<file path="config.mk">
export PLATFORM = sky130hd
export DESIGN_NAME = allreduce_schedule_generator_unit
export DESIGN_NICKNAME = d
export VERILOG_FILES = /design/src/design/asg_pkg.sv /design/src/design/allreduce_schedule_generator_unit.sv /design/src/design/asg_front.sv /design/src/design/asg_queue.sv /design/src/design/asg_back.sv
export SDC_FILE = /design/constraint.sdc
export NUM_CORES = 2
export LEC_CHECK = 0
export BUFFER_PORTS_ARGS = -buffer_cell sky130_fd_sc_hd__buf_2
export CORE_MARGIN = 5
export CORE_UTILIZATION = 48
export DETAILED_ROUTE_END_ITERATION = 16
export GPL_TIMING_DRIVEN = 0
export PLACE_DENSITY = 0.71
export SLEW_MARGIN = 20
export SYNTH_ARGS = -nofsm -noshare
export SYNTH_HDL_FRONTEND = slang
export SYNTH_SLANG_ARGS = --single-unit
</file>
<file path="constraint.sdc">
create_clock -name clk -period 21 [get_ports clk]
set_input_delay 0 -clock clk [delete_from_list [all_inputs] [get_ports clk]]
set_output_delay 0 -clock clk [all_outputs]
set_load 0.03 [all_outputs]
</file>
<file path="src/design/asg_pkg.sv">
package asg_pkg;

    localparam int GROUP_W       = 11;
    localparam int RANK_W        = 10;
    localparam int COUNT_W       = 31;
    localparam int ESIZE_W       = 9;
    localparam int SMB_W         = 32;
    localparam int LOG_W         = $clog2(GROUP_W);
    localparam int PROD_W        = COUNT_W + ESIZE_W;
    localparam int DEF_MAX_RANKS = 1024;
    localparam int MAX_RESULTS   = 20;
    localparam int OPS_W         = $clog2(MAX_RESULTS + 1);
    localparam int QUEUE_DEPTH   = 2;
    localparam int ADDR_W        = 3;
    localparam int APB_W         = 32;
    localparam int IN_W          = 56;
    localparam int OUT_W         = 72;
    localparam int USER_W        = 2;

    localparam logic [GROUP_W-1:0] GROUP_RESET = GROUP_W'(1);
    localparam logic [SMB_W-1:0]   SMB_RESET   = SMB_W'(2048);

    typedef enum logic [0:0] {
        REG_GROUP_SIZE = 1'b0,
        REG_SHORT_MSG  = 1'b1
    } reg_idx_t;

    typedef enum logic [1:0] {
        OP_SEND = 2'd0,
        OP_RECV = 2'd1,
        OP_XCHG = 2'd2
    } op_kind_t;

    typedef struct packed {
        logic [RANK_W-1:0]  rank;
        logic [COUNT_W-1:0] count;
        logic               fold;
        logic               use_rd;
        logic [GROUP_W-1:0] nr;
        logic [GROUP_W-1:0] rem;
        logic [GROUP_W-1:0] p;
        logic [COUNT_W-1:0] q;
        logic [GROUP_W-1:0] r;
    } desc_t;

endpackage

</file>
<file path="src/design/allreduce_schedule_generator_unit.sv">
// Allreduce schedule generator. Each request (own rank, element count, element size) on the
// input stream becomes the point-to-point operations that rank performs in an allreduce over
// the configured group: the fold-in of the non-power-of-two ranks, then recursive doubling or
// a reduce-scatter plus allgather, then the fold-out. Each operation leaves as one output
// transfer, tlast on the final one; a rank outside the group or a group of one gives none.
// Registers: group_size at 0x0, short_message_bytes at 0x4; write them only while idle.
// Flow: the front end takes a request only while idle, registers it, computes its descriptor
// and hands it to a two-entry queue, waiting while the queue is full; the back-end sequencer
// loads a descriptor from the queue and then issues one operation per cycle while the output
// is not stalled, at most 20 per request, each passing through the length, multiply and
// output registers.
module allreduce_schedule_generator_unit
    import asg_pkg::*;
#(
    parameter int MAX_RANKS = DEF_MAX_RANKS
)
(
    input  logic              clk,
    input  logic              rst_n,
    input  logic              s_axis_tvalid,
    output logic              s_axis_tready,
    // own_rank[9:0], element_count[40:10], element_bytes[49:41], zero fill
    input  logic [IN_W-1:0]   s_axis_tdata,
    output logic              m_axis_tvalid,
    input  logic              m_axis_tready,
    // peer[9:0], send_elements[40:10], recv_elements[71:41]
    output logic [OUT_W-1:0]  m_axis_tdata,
    // op_kind[1:0]
    output logic [USER_W-1:0] m_axis_tuser,
    output logic              m_axis_tlast,
    input  logic              psel,
    input  logic              penable,
    input  logic              pwrite,
    input  logic [ADDR_W-1:0] paddr,
    input  logic [APB_W-1:0]  pwdata,
    output logic [APB_W-1:0]  prdata,
    output logic              pready
);

    logic [GROUP_W-1:0] group_reg;
    logic [SMB_W-1:0]   smb_reg;
    reg_idx_t           reg_idx;

    logic               push;
    desc_t              push_desc;
    logic               q_full;
    logic               pop;
    desc_t              head;
    logic               q_empty;

    logic [RANK_W-1:0]  peer;
    logic [COUNT_W-1:0] send_elements;
    logic [COUNT_W-1:0] recv_elements;

    assign reg_idx = reg_idx_t'(paddr[2]);
    assign pready  = 1'b1;

    always_ff @(posedge clk or negedge rst_n)
    begin
        if (!rst_n)
        begin
            group_reg <= GROUP_RESET;
            smb_reg   <= SMB_RESET;
        end
        else if (psel && penable && pwrite)
        begin
            unique case (reg_idx)
                REG_GROUP_SIZE: group_reg <= pwdata[GROUP_W-1:0];
                REG_SHORT_MSG:  smb_reg   <= pwdata[SMB_W-1:0];
                default:
                begin
                end
            endcase
        end
    end

    always_comb
    begin
        unique case (reg_idx)
            REG_GROUP_SIZE: prdata = APB_W'(group_reg);
            REG_SHORT_MSG:  prdata = APB_W'(smb_reg);
            default:        prdata = '0;
        endcase
    end

    asg_front #(
        .MAX_RANKS(MAX_RANKS)
    ) u_front (
        .clk                (clk),
        .rst_n              (rst_n),
        .in_valid           (s_axis_tvalid),
        .in_ready           (s_axis_tready),
        .own_rank           (s_axis_tdata[9:0]),
        .element_count      (s_axis_tdata[40:10]),
        .element_bytes      (s_axis_tdata[49:41]),
        .group_size         (group_reg),
        .short_message_bytes(smb_reg),
        .push               (push),
        .push_desc          (push_desc),
        .q_full             (q_full)
    );

    asg_queue u_queue (
        .clk      (clk),
        .rst_n    (rst_n),
        .push     (push),
        .push_desc(push_desc),
        .full     (q_full),
        .pop      (pop),
        .head     (head),
        .empty    (q_empty)
    );

    asg_back u_back (
        .clk          (clk),
        .rst_n        (rst_n),
        .q_empty      (q_empty),
        .pop          (pop),
        .head         (head),
        .out_valid    (m_axis_tvalid),
        .out_ready    (m_axis_tready),
        .op_kind      (m_axis_tuser),
        .peer         (peer),
        .send_elements(send_elements),
        .recv_elements(recv_elements),
        .last_op      (m_axis_tlast)
    );

    assign m_axis_tdata = {recv_elements, send_elements, peer};

endmodule

</file>
<file path="src/design/asg_front.sv">
module asg_front
    import asg_pkg::*;
#(
    parameter int MAX_RANKS = DEF_MAX_RANKS
)
(
    input  logic               clk,
    input  logic               rst_n,
    input  logic               in_valid,
    output logic               in_ready,
    input  logic [RANK_W-1:0]  own_rank,
    input  logic [COUNT_W-1:0] element_count,
    input  logic [ESIZE_W-1:0] element_bytes,
    input  logic [GROUP_W-1:0] group_size,
    input  logic [SMB_W-1:0]   short_message_bytes,
    output logic               push,
    output desc_t              push_desc,
    input  logic               q_full
);

    typedef enum logic [1:0] {
        F_IDLE,
        F_CALC,
        F_PUSH
    } fstate_t;

    fstate_t            state_reg;
    fstate_t            state_next;
    logic [RANK_W-1:0]  rank_reg;
    logic [COUNT_W-1:0] count_reg;
    logic [ESIZE_W-1:0] esize_reg;
    desc_t              desc_reg;
    logic               drop_reg;
    logic [PROD_W-1:0]  prod_reg;
    logic               lt_reg;

    logic [GROUP_W-1:0] g_eff;
    logic [LOG_W-1:0]   lp;
    logic [GROUP_W-1:0] p_val;
    logic [GROUP_W-1:0] rem_val;
    logic               fold;
    desc_t              calc_desc;
    logic               drop;
    logic [PROD_W-1:0]  prod;
    logic               lt;

    always_comb
    begin
        g_eff = (group_size == '0) ? GROUP_W'(1) : group_size;
        if (32'(g_eff) > 32'(MAX_RANKS))
        begin
            g_eff = GROUP_W'(MAX_RANKS);
        end
        lp = '0;
        for (int i = 0; i < GROUP_W; i++)
        begin
            if (g_eff[i])
            begin
                lp = LOG_W'(i);
            end
        end
        p_val   = GROUP_W'(1) << lp;
        rem_val = g_eff - p_val;
        fold    = {2'b0, rank_reg} < {rem_val, 1'b0};
        drop    = ({1'b0, rank_reg} >= g_eff) || (g_eff == GROUP_W'(1));
        prod    = PROD_W'(count_reg) * PROD_W'(esize_reg);
        lt      = count_reg < COUNT_W'(p_val);

        calc_desc.rank   = rank_reg;
        calc_desc.count  = count_reg;
        calc_desc.fold   = fold;
        calc_desc.use_rd = 1'b0;
        calc_desc.nr     = fold ? {2'b0, rank_reg[RANK_W-1:1]} : ({1'b0, rank_reg} - rem_val);
        calc_desc.rem    = rem_val;
        calc_desc.p      = p_val;
        calc_desc.q      = count_reg >> lp;
        calc_desc.r      = count_reg[GROUP_W-1:0] & (p_val - GROUP_W'(1));
    end

    always_comb
    begin
        state_next = state_reg;
        unique case (state_reg)
            F_IDLE:
            begin
                if (in_valid)
                begin
                    state_next = F_CALC;
                end
            end
            F_CALC:
            begin
                state_next = F_PUSH;
            end
            F_PUSH:
            begin
                if (drop_reg || !q_full)
                begin
                    state_next = F_IDLE;
                end
            end
            default:
            begin
                state_next = F_IDLE;
            end
        endcase
    end

    always_comb
    begin
        push_desc        = desc_reg;
        push_desc.use_rd = (prod_reg <= PROD_W'(short_message_bytes)) || lt_reg;
    end

    assign in_ready = (state_reg == F_IDLE);
    assign push     = (state_reg == F_PUSH) && !drop_reg && !q_full;

    always_ff @(posedge clk or negedge rst_n)
    begin
        if (!rst_n)
        begin
            state_reg <= F_IDLE;
        end
        else
        begin
            state_reg <= state_next;
            unique case (state_reg)
                F_IDLE:
                begin
                    if (in_valid)
                    begin
                        rank_reg  <= own_rank;
                        count_reg <= element_count;
                        esize_reg <= element_bytes;
                    end
                end
                F_CALC:
                begin
                    desc_reg <= calc_desc;
                    drop_reg <= drop;
                    prod_reg <= prod;
                    lt_reg   <= lt;
                end
                default:
                begin
                end
            endcase
        end
    end

endmodule

</file>
<file path="src/design/asg_queue.sv">
module asg_queue
    import asg_pkg::*;
(
    input  logic  clk,
    input  logic  rst_n,
    input  logic  push,
    input  desc_t push_desc,
    output logic  full,
    input  logic  pop,
    output desc_t head,
    output logic  empty
);

    localparam int PTR_W = (QUEUE_DEPTH > 1) ? $clog2(QUEUE_DEPTH) : 1;
    localparam int CNT_W = $clog2(QUEUE_DEPTH + 1);

    desc_t            slot_reg [QUEUE_DEPTH];
    logic [PTR_W-1:0] wr_ptr_reg;
    logic [PTR_W-1:0] rd_ptr_reg;
    logic [CNT_W-1:0] cnt_reg;

    assign full  = (cnt_reg == CNT_W'(QUEUE_DEPTH));
    assign empty = (cnt_reg == '0);
    assign head  = slot_reg[rd_ptr_reg];

    always_ff @(posedge clk or negedge rst_n)
    begin
        if (!rst_n)
        begin
            wr_ptr_reg <= '0;
            rd_ptr_reg <= '0;
            cnt_reg    <= '0;
        end
        else
        begin
            if (push)
            begin
                slot_reg[wr_ptr_reg] <= push_desc;
                wr_ptr_reg <= (wr_ptr_reg == PTR_W'(QUEUE_DEPTH - 1)) ? '0 : wr_ptr_reg + 1'b1;
            end
            if (pop)
            begin
                rd_ptr_reg <= (rd_ptr_reg == PTR_W'(QUEUE_DEPTH - 1)) ? '0 : rd_ptr_reg + 1'b1;
            end
            if (push && !pop)
            begin
                cnt_reg <= cnt_reg + 1'b1;
            end
            else if (pop && !push)
            begin
                cnt_reg <= cnt_reg - 1'b1;
            end
        end
    end

endmodule

</file>
<file path="src/design/asg_back.sv">
module asg_back
    import asg_pkg::*;
(
    input  logic               clk,
    input  logic               rst_n,
    input  logic               q_empty,
    output logic               pop,
    input  desc_t              head,
    output logic               out_valid,
    input  logic               out_ready,
    output logic [1:0]         op_kind,
    output logic [RANK_W-1:0]  peer,
    output logic [COUNT_W-1:0] send_elements,
    output logic [COUNT_W-1:0] recv_elements,
    output logic               last_op
);

    typedef enum logic [2:0] {
        B_IDLE,
        B_PRE,
        B_RD,
        B_RS,
        B_AG,
        B_POST
    } bstate_t;

    typedef struct packed {
        op_kind_t           kind;
        logic [RANK_W-1:0]  peer;
        logic [GROUP_W-1:0] len_s;
        logic [GROUP_W-1:0] len_r;
        logic               tail_s;
        logic               tail_r;
        logic [COUNT_W-1:0] mult;
        logic [GROUP_W-1:0] r;
        logic               last;
    } lens_t;

    typedef struct packed {
        op_kind_t           kind;
        logic [RANK_W-1:0]  peer;
        logic [COUNT_W-1:0] prod_s;
        logic [COUNT_W-1:0] prod_r;
        logic               tail_s;
        logic               tail_r;
        logic [GROUP_W-1:0] r;
        logic               last;
    } prods_t;

    localparam int MUL_W = GROUP_W + COUNT_W;

    bstate_t            state_reg;
    bstate_t            state_next;
    desc_t              job_reg;
    logic [GROUP_W-1:0] mask_reg;
    logic [GROUP_W-1:0] mask_next;
    logic [GROUP_W-1:0] hm_reg;
    logic [GROUP_W-1:0] hm_next;
    logic [GROUP_W-1:0] si_reg;
    logic [GROUP_W-1:0] si_next;
    logic [GROUP_W-1:0] ri_reg;
    logic [GROUP_W-1:0] ri_next;
    logic [GROUP_W-1:0] li_reg;
    logic [GROUP_W-1:0] li_next;
    logic [OPS_W-1:0]   nops_reg;
    logic [OPS_W-1:0]   nops_next;

    logic               a_valid_reg;
    lens_t              a_reg;
    lens_t              a_next;
    logic               b_valid_reg;
    prods_t             b_reg;
    logic               o_valid_reg;
    op_kind_t           o_kind_reg;
    logic [RANK_W-1:0]  o_peer_reg;
    logic [COUNT_W-1:0] o_send_reg;
    logic [COUNT_W-1:0] o_recv_reg;
    logic               o_last_reg;

    logic               out_free;
    logic               b_free;
    logic               a_free;
    logic               step;
    logic               even;
    logic               up;
    logic               nat_last;
    logic [GROUP_W-1:0] sa;
    logic [GROUP_W-1:0] sb;
    logic [GROUP_W-1:0] ra;
    logic [GROUP_W-1:0] rb;
    logic [GROUP_W-1:0] tmp;
    logic [GROUP_W-1:0] li_up;
    logic [MUL_W-1:0]   full_s;
    logic [MUL_W-1:0]   full_r;

    function automatic logic [RANK_W-1:0] real_rank(input logic [GROUP_W-1:0] nd,
                                                   input logic [GROUP_W-1:0] rem);
        logic [GROUP_W:0] rr;
        if (nd < rem)
        begin
            rr = {nd, 1'b1};
        end
        else
        begin
            rr = {1'b0, nd} + {1'b0, rem};
        end
        return rr[RANK_W-1:0];
    endfunction

    assign out_free = !o_valid_reg || out_ready;
    assign b_free   = !b_valid_reg || out_free;
    assign a_free   = !a_valid_reg || b_free;
    assign step     = (state_reg != B_IDLE) && a_free;
    assign pop      = (state_reg == B_IDLE) && !q_empty;
    assign even     = !job_reg.rank[0];
    assign up       = ((job_reg.nr & mask_reg) == '0);

    always_comb
    begin
        state_next = state_reg;
        mask_next  = mask_reg;
        hm_next    = hm_reg;
        si_next    = si_reg;
        ri_next    = ri_reg;
        li_next    = li_reg;
        nops_next  = nops_reg;
        nat_last   = 1'b0;
        sa         = '0;
        sb         = '0;
        ra         = '0;
        rb         = '0;
        tmp        = '0;
        li_up      = li_reg;
        a_next.kind = OP_XCHG;
        a_next.peer = real_rank(job_reg.nr ^ mask_reg, job_reg.rem);
        a_next.mult = job_reg.count;
        a_next.r    = job_reg.r;

        if (pop)
        begin
            mask_next  = GROUP_W'(1);
            hm_next    = head.p >> 1;
            si_next    = '0;
            ri_next    = '0;
            li_next    = head.p;
            nops_next  = '0;
            state_next = head.fold ? B_PRE : (head.use_rd ? B_RD : B_RS);
        end
        else if (step)
        begin
            unique case (state_reg)
                B_PRE:
                begin
                    a_next.kind = even ? OP_SEND : OP_RECV;
                    a_next.peer = even ? job_reg.rank + RANK_W'(1) : job_reg.rank - RANK_W'(1);
                    sb = even ? GROUP_W'(1) : '0;
                    rb = even ? '0 : GROUP_W'(1);
                    state_next = even ? B_POST : (job_reg.use_rd ? B_RD : B_RS);
                end
                B_RD:
                begin
                    sb = GROUP_W'(1);
                    rb = GROUP_W'(1);
                    nat_last = !job_reg.fold && (hm_reg == GROUP_W'(1));
                    if (hm_reg == GROUP_W'(1))
                    begin
                        state_next = job_reg.fold ? B_POST : B_IDLE;
                    end
                    else
                    begin
                        mask_next = mask_reg << 1;
                        hm_next   = hm_reg >> 1;
                    end
                end
                B_RS:
                begin
                    a_next.mult = job_reg.q;
                    if (up)
                    begin
                        tmp = ri_reg + hm_reg;
                        sa  = tmp;
                        sb  = li_reg;
                        ra  = ri_reg;
                        rb  = tmp;
                        tmp = ri_reg;
                    end
                    else
                    begin
                        tmp = si_reg + hm_reg;
                        sa  = si_reg;
                        sb  = tmp;
                        ra  = tmp;
                        rb  = li_reg;
                    end
                    si_next = tmp;
                    ri_next = tmp;
                    if (hm_reg == GROUP_W'(1))
                    begin
                        state_next = B_AG;
                    end
                    else
                    begin
                        li_next   = tmp + hm_reg;
                        mask_next = mask_reg << 1;
                        hm_next   = hm_reg >> 1;
                    end
                end
                B_AG:
                begin
                    a_next.mult = job_reg.q;
                    if (up)
                    begin
                        if (mask_reg != (job_reg.p >> 1))
                        begin
                            li_up = li_reg + hm_reg;
                        end
                        tmp = si_reg + hm_reg;
                        sa  = si_reg;
                        sb  = tmp;
                        ra  = tmp;
                        rb  = li_up;
                        li_next = li_up;
                        ri_next = tmp;
                    end
                    else
                    begin
                        tmp = si_reg - hm_reg;
                        sa  = si_reg;
                        sb  = li_reg;
                        ra  = tmp;
                        rb  = si_reg;
                        ri_next = tmp;
                        si_next = tmp;
                    end
                    nat_last = !job_reg.fold && (mask_reg == GROUP_W'(1));
                    if (mask_reg == GROUP_W'(1))
                    begin
                        state_next = job_reg.fold ? B_POST : B_IDLE;
                    end
                    else
                    begin
                        mask_next = mask_reg >> 1;
                        hm_next   = hm_reg << 1;
                    end
                end
                B_POST:
                begin
                    a_next.kind = even ? OP_RECV : OP_SEND;
                    a_next.peer = even ? job_reg.rank + RANK_W'(1) : job_reg.rank - RANK_W'(1);
                    sb = even ? '0 : GROUP_W'(1);
                    rb = even ? GROUP_W'(1) : '0;
                    nat_last   = 1'b1;
                    state_next = B_IDLE;
                end
                default:
                begin
                end
            endcase
            nops_next = nops_reg + 1'b1;
        end

        a_next.last   = nat_last || (nops_reg == OPS_W'(MAX_RESULTS - 1));
        a_next.len_s  = (sb > sa) ? sb - sa : '0;
        a_next.len_r  = (rb > ra) ? rb - ra : '0;
        a_next.tail_s = (sb > sa) && (sb == job_reg.p);
        a_next.tail_r = (rb > ra) && (rb == job_reg.p);
        if (step && a_next.last)
        begin
            state_next = B_IDLE;
        end
    end

    assign full_s = MUL_W'(a_reg.len_s) * MUL_W'(a_reg.mult);
    assign full_r = MUL_W'(a_reg.len_r) * MUL_W'(a_reg.mult);

    always_ff @(posedge clk or negedge rst_n)
    begin
        if (!rst_n)
        begin
            state_reg   <= B_IDLE;
            a_valid_reg <= 1'b0;
            b_valid_reg <= 1'b0;
            o_valid_reg <= 1'b0;
        end
        else
        begin
            state_reg <= state_next;
            mask_reg  <= mask_next;
            hm_reg    <= hm_next;
            si_reg    <= si_next;
            ri_reg    <= ri_next;
            li_reg    <= li_next;
            nops_reg  <= nops_next;
            if (pop)
            begin
                job_reg <= head;
            end
            if (a_free)
            begin
                a_valid_reg <= step;
                if (step)
                begin
                    a_reg <= a_next;
                end
            end
            if (b_free)
            begin
                b_valid_reg <= a_valid_reg;
                if (a_valid_reg)
                begin
                    b_reg.kind   <= a_reg.kind;
                    b_reg.peer   <= a_reg.peer;
                    b_reg.prod_s <= full_s[COUNT_W-1:0];
                    b_reg.prod_r <= full_r[COUNT_W-1:0];
                    b_reg.tail_s <= a_reg.tail_s;
                    b_reg.tail_r <= a_reg.tail_r;
                    b_reg.r      <= a_reg.r;
                    b_reg.last   <= a_reg.last;
                end
            end
            if (out_free)
            begin
                o_valid_reg <= b_valid_reg;
                if (b_valid_reg)
                begin
                    o_kind_reg <= b_reg.kind;
                    o_peer_reg <= b_reg.peer;
                    o_send_reg <= b_reg.prod_s + (b_reg.tail_s ? COUNT_W'(b_reg.r) : '0);
                    o_recv_reg <= b_reg.prod_r + (b_reg.tail_r ? COUNT_W'(b_reg.r) : '0);
                    o_last_reg <= b_reg.last;
                end
            end
        end
    end

    assign out_valid     = o_valid_reg;
    assign op_kind       = o_kind_reg;
    assign peer          = o_peer_reg;
    assign send_elements = o_send_reg;
    assign recv_elements = o_recv_reg;
    assign last_op       = o_last_reg;

endmodule

</file>
==> qor.txt <==
status: complete, no violations
asr flop ratio synth: 5.98%
Max-Slew Margin vs Limit: 23.7%
Reg clk slew, reported paths: 0.06 ns
Fillers: 11,885
nets@finish: 7,600
gr ovfl total: 0
gpl congestion: 0.985
Worst Path Arrival: 8.60 ns
vias in the first global route: 48,268
HPWL after DPL: 143,000 um
RSZ-0062 raised after global routing: false
distinct cell type count after synthesis: 91
syn nets: 7,128
CP Data Required Time: 21.45 ns
clock skew: 0.0534 ns
Syn Area/Cell: 11.2 um^2
Post-Syn Area: 0.0674 mm^2
Initial DRC Count: 3,863
vias per cell: 5.54
Critical Setup Path Class: flip-flop to flip-flop
root buffer cell: clkbuf_16
IO buf count: 198
top_reg_cell synth: edfxtp_1
Worst setup SP type: flip-flop
DRT Pass-1 Iters: 5
CTS tree: done
EDFF count, synth: 865
initial antenna violation count: 6
CTS sink cnt: 920
Mapped Cells: 6,024
layout cells sized above 1: 9.49%
synthesis-to-layout area growth: 12.7%
deepest clock path buffer count: 3
register area share after synthesis: 40.6%
Critical Path Sink Type: flip-flop
most frequent cells in the layout: edfxtp_1, nand2_1, inv_1
CTS H-tree lvls: 3
HP Class: primary input to flip-flop
final worst path period need: 8.16 ns
most common cell after layout, fill and taps aside: edfxtp_1
DR WL/cell: 21.9 um
final slew viol count: 0
design area: 0.0759 mm^2
final std cells w/o fill: 8,454
core area: 0.140 mm^2
pin count of the biggest net entering global routing: 62
placed cell areas: 0.0712 mm^2
Worst Path Max Fanout: 10
fin util: 54.4%
fin crit share: 38.8%
Total Neg Setup Slack: 0 ns
die height: 385 um
DRC: 0
max reg flops: 236
initial core utilization: 48.3%
Total Wirelength: 185,000 um
Worst Tran Pin Value: 1.14 ns
Die Width: 385 um
row count: 137
max-cap viol count: 0
die area: 0.148 mm^2
gr usage total: 25.1%
Yosys reg bits: 920
via count: 46,848
CTS Buf Count: 98
number of synthesis warnings: 0
Final Hold Vio Count: 0
placed cell count: 8,128
final antenna-violating net count: 0
Peak Freq: 123 MHz
Clk Latency, worst-skew pair: 0.75 ns
Boundary Pins: 208
Final setup viols: 0
Inserted Diodes: 0
first-pass GRT wire length: 284,000 um
[metrics by stage]
stage	hold slack [ns]	setup WS (ns)
global placement	0.178	1.78
finish	0.0388	12.84
CTS	0.00116	12.97
detailed placement	0.0141	12.98
global route	0.0258	12.57
floorplan	-0.296	8.22
[cells in the mapped netlist, drive strengths merged (10+ instances only)]
master  count  area [um^2]
ha        370         4630
nand2b     36          225
clkbuf    255          958
and2      349         2180
a211oi     24          193
xor2       79          692
mux2      201         2260
a31oi      19          119
o21ai     182          911
o21a       38          285
xnor2     197         1730
o211ai     10         75.1
a21oi     227         1140
a21boi     20          150
nor2b      39          244
fa        636        12700
o31ai      13         97.6
o22ai      18          119
and3       31          194
nand2     837         3140
nor2      249          935
inv       668         2510
nor4       28          181
buf        22          113
nand4      33          206
edfxtp    865        26000
dfrtp      53         1330
mux2i      79          803
or3        14         87.6
nand3      60          300
a22o       12          105
a22oi      37          278
or2        10         62.6
a21o       82          616
o21bai     25          188
nor3       77          385
[area by class of cell]
type | instances | area (um^2) | area share [%]
tap | 1876 | 2350 | 3.09
sequential | 920 | 27400 | 36.0
buffer | 277 | 1070 | 1.41
multi-input combinational | 4158 | 36500 | 48.0
clock inverter | 60 | 708 | 0.933
timing repair buffer | 372 | 2900 | 3.82
inverter | 669 | 2510 | 3.31
clock buffer | 122 | 2560 | 3.38
[path summary, 6_finish.rpt]
kind                       depth (start not counted)                    to              from  slack (ns)
max                                               24      u_back.b_reg[74]  u_back.a_reg[58]       12.84
min                                                2  u_front.count_reg[2]  s_axis_tdata[12]        0.04
max reg2reg                                       24      u_back.b_reg[74]  u_back.a_reg[58]       12.84
min reg2reg                                        0        u_back.peer[4]  u_back.b_reg[80]        0.42
max in group asynchronous                          4      u_back.out_valid             rst_n       20.09
min in group asynchronous                          3           smb_reg[11]             rst_n        0.53
[what timing repair did]
action,CTS,global route
gates resized for setup,0,0
setup buffers,0,0
hold buffers,144,0
endpoints found under the hold margin,182,0
[critical path: stages (launching register included)]
cell	delay (ns)
edfxtp_1	0.55
clkbuf_1	0.58
clkbuf_1	0.73
nand2_1	0.20
fa_1	0.59
inv_1	0.05
fa_1	0.49
inv_1	0.05
fa_1	0.53
inv_1	0.05
fa_1	0.47
inv_1	0.05
fa_1	0.47
inv_1	0.04
ha_1	0.33
o21ai_0	0.19
nor2_1	0.07
o41a_1	0.14
o41ai_1	0.75
nor3b_1	0.19
o41ai_2	0.69
o311a_1	0.28
o21ai_0	0.13
a21oi_1	0.19
xnor2_1	0.08
[logic make-up after synthesis]
| logic type | count (synthesis) | share of synthesized area (%) |
|---|---|---|
| compound gates | 794 | 7.57 |
| xor+xnor | 276 | 3.59 |
| simple gates | 1794 | 12.5 |
| other cells | 1 | 0.00557 |
| fa+ha+maj | 1013 | 25.9 |
| mux | 280 | 4.55 |
| buf+inv | 946 | 5.32 |
| flops | 920 | 40.6 |
[metal layers]
metal	vias to the layer above	GRT usage [%]	share of wire [%]
li1	21266	-	-
met1	23363	32.7	41
met2	1786	41.9	47
met3	427	4.91	7.4
met4	6	9.50	4.0
met5	-	0	0.022
Power is not shown: default switching activity piles up to over one toggle a cycle in this logic, so the estimate is an artifact.
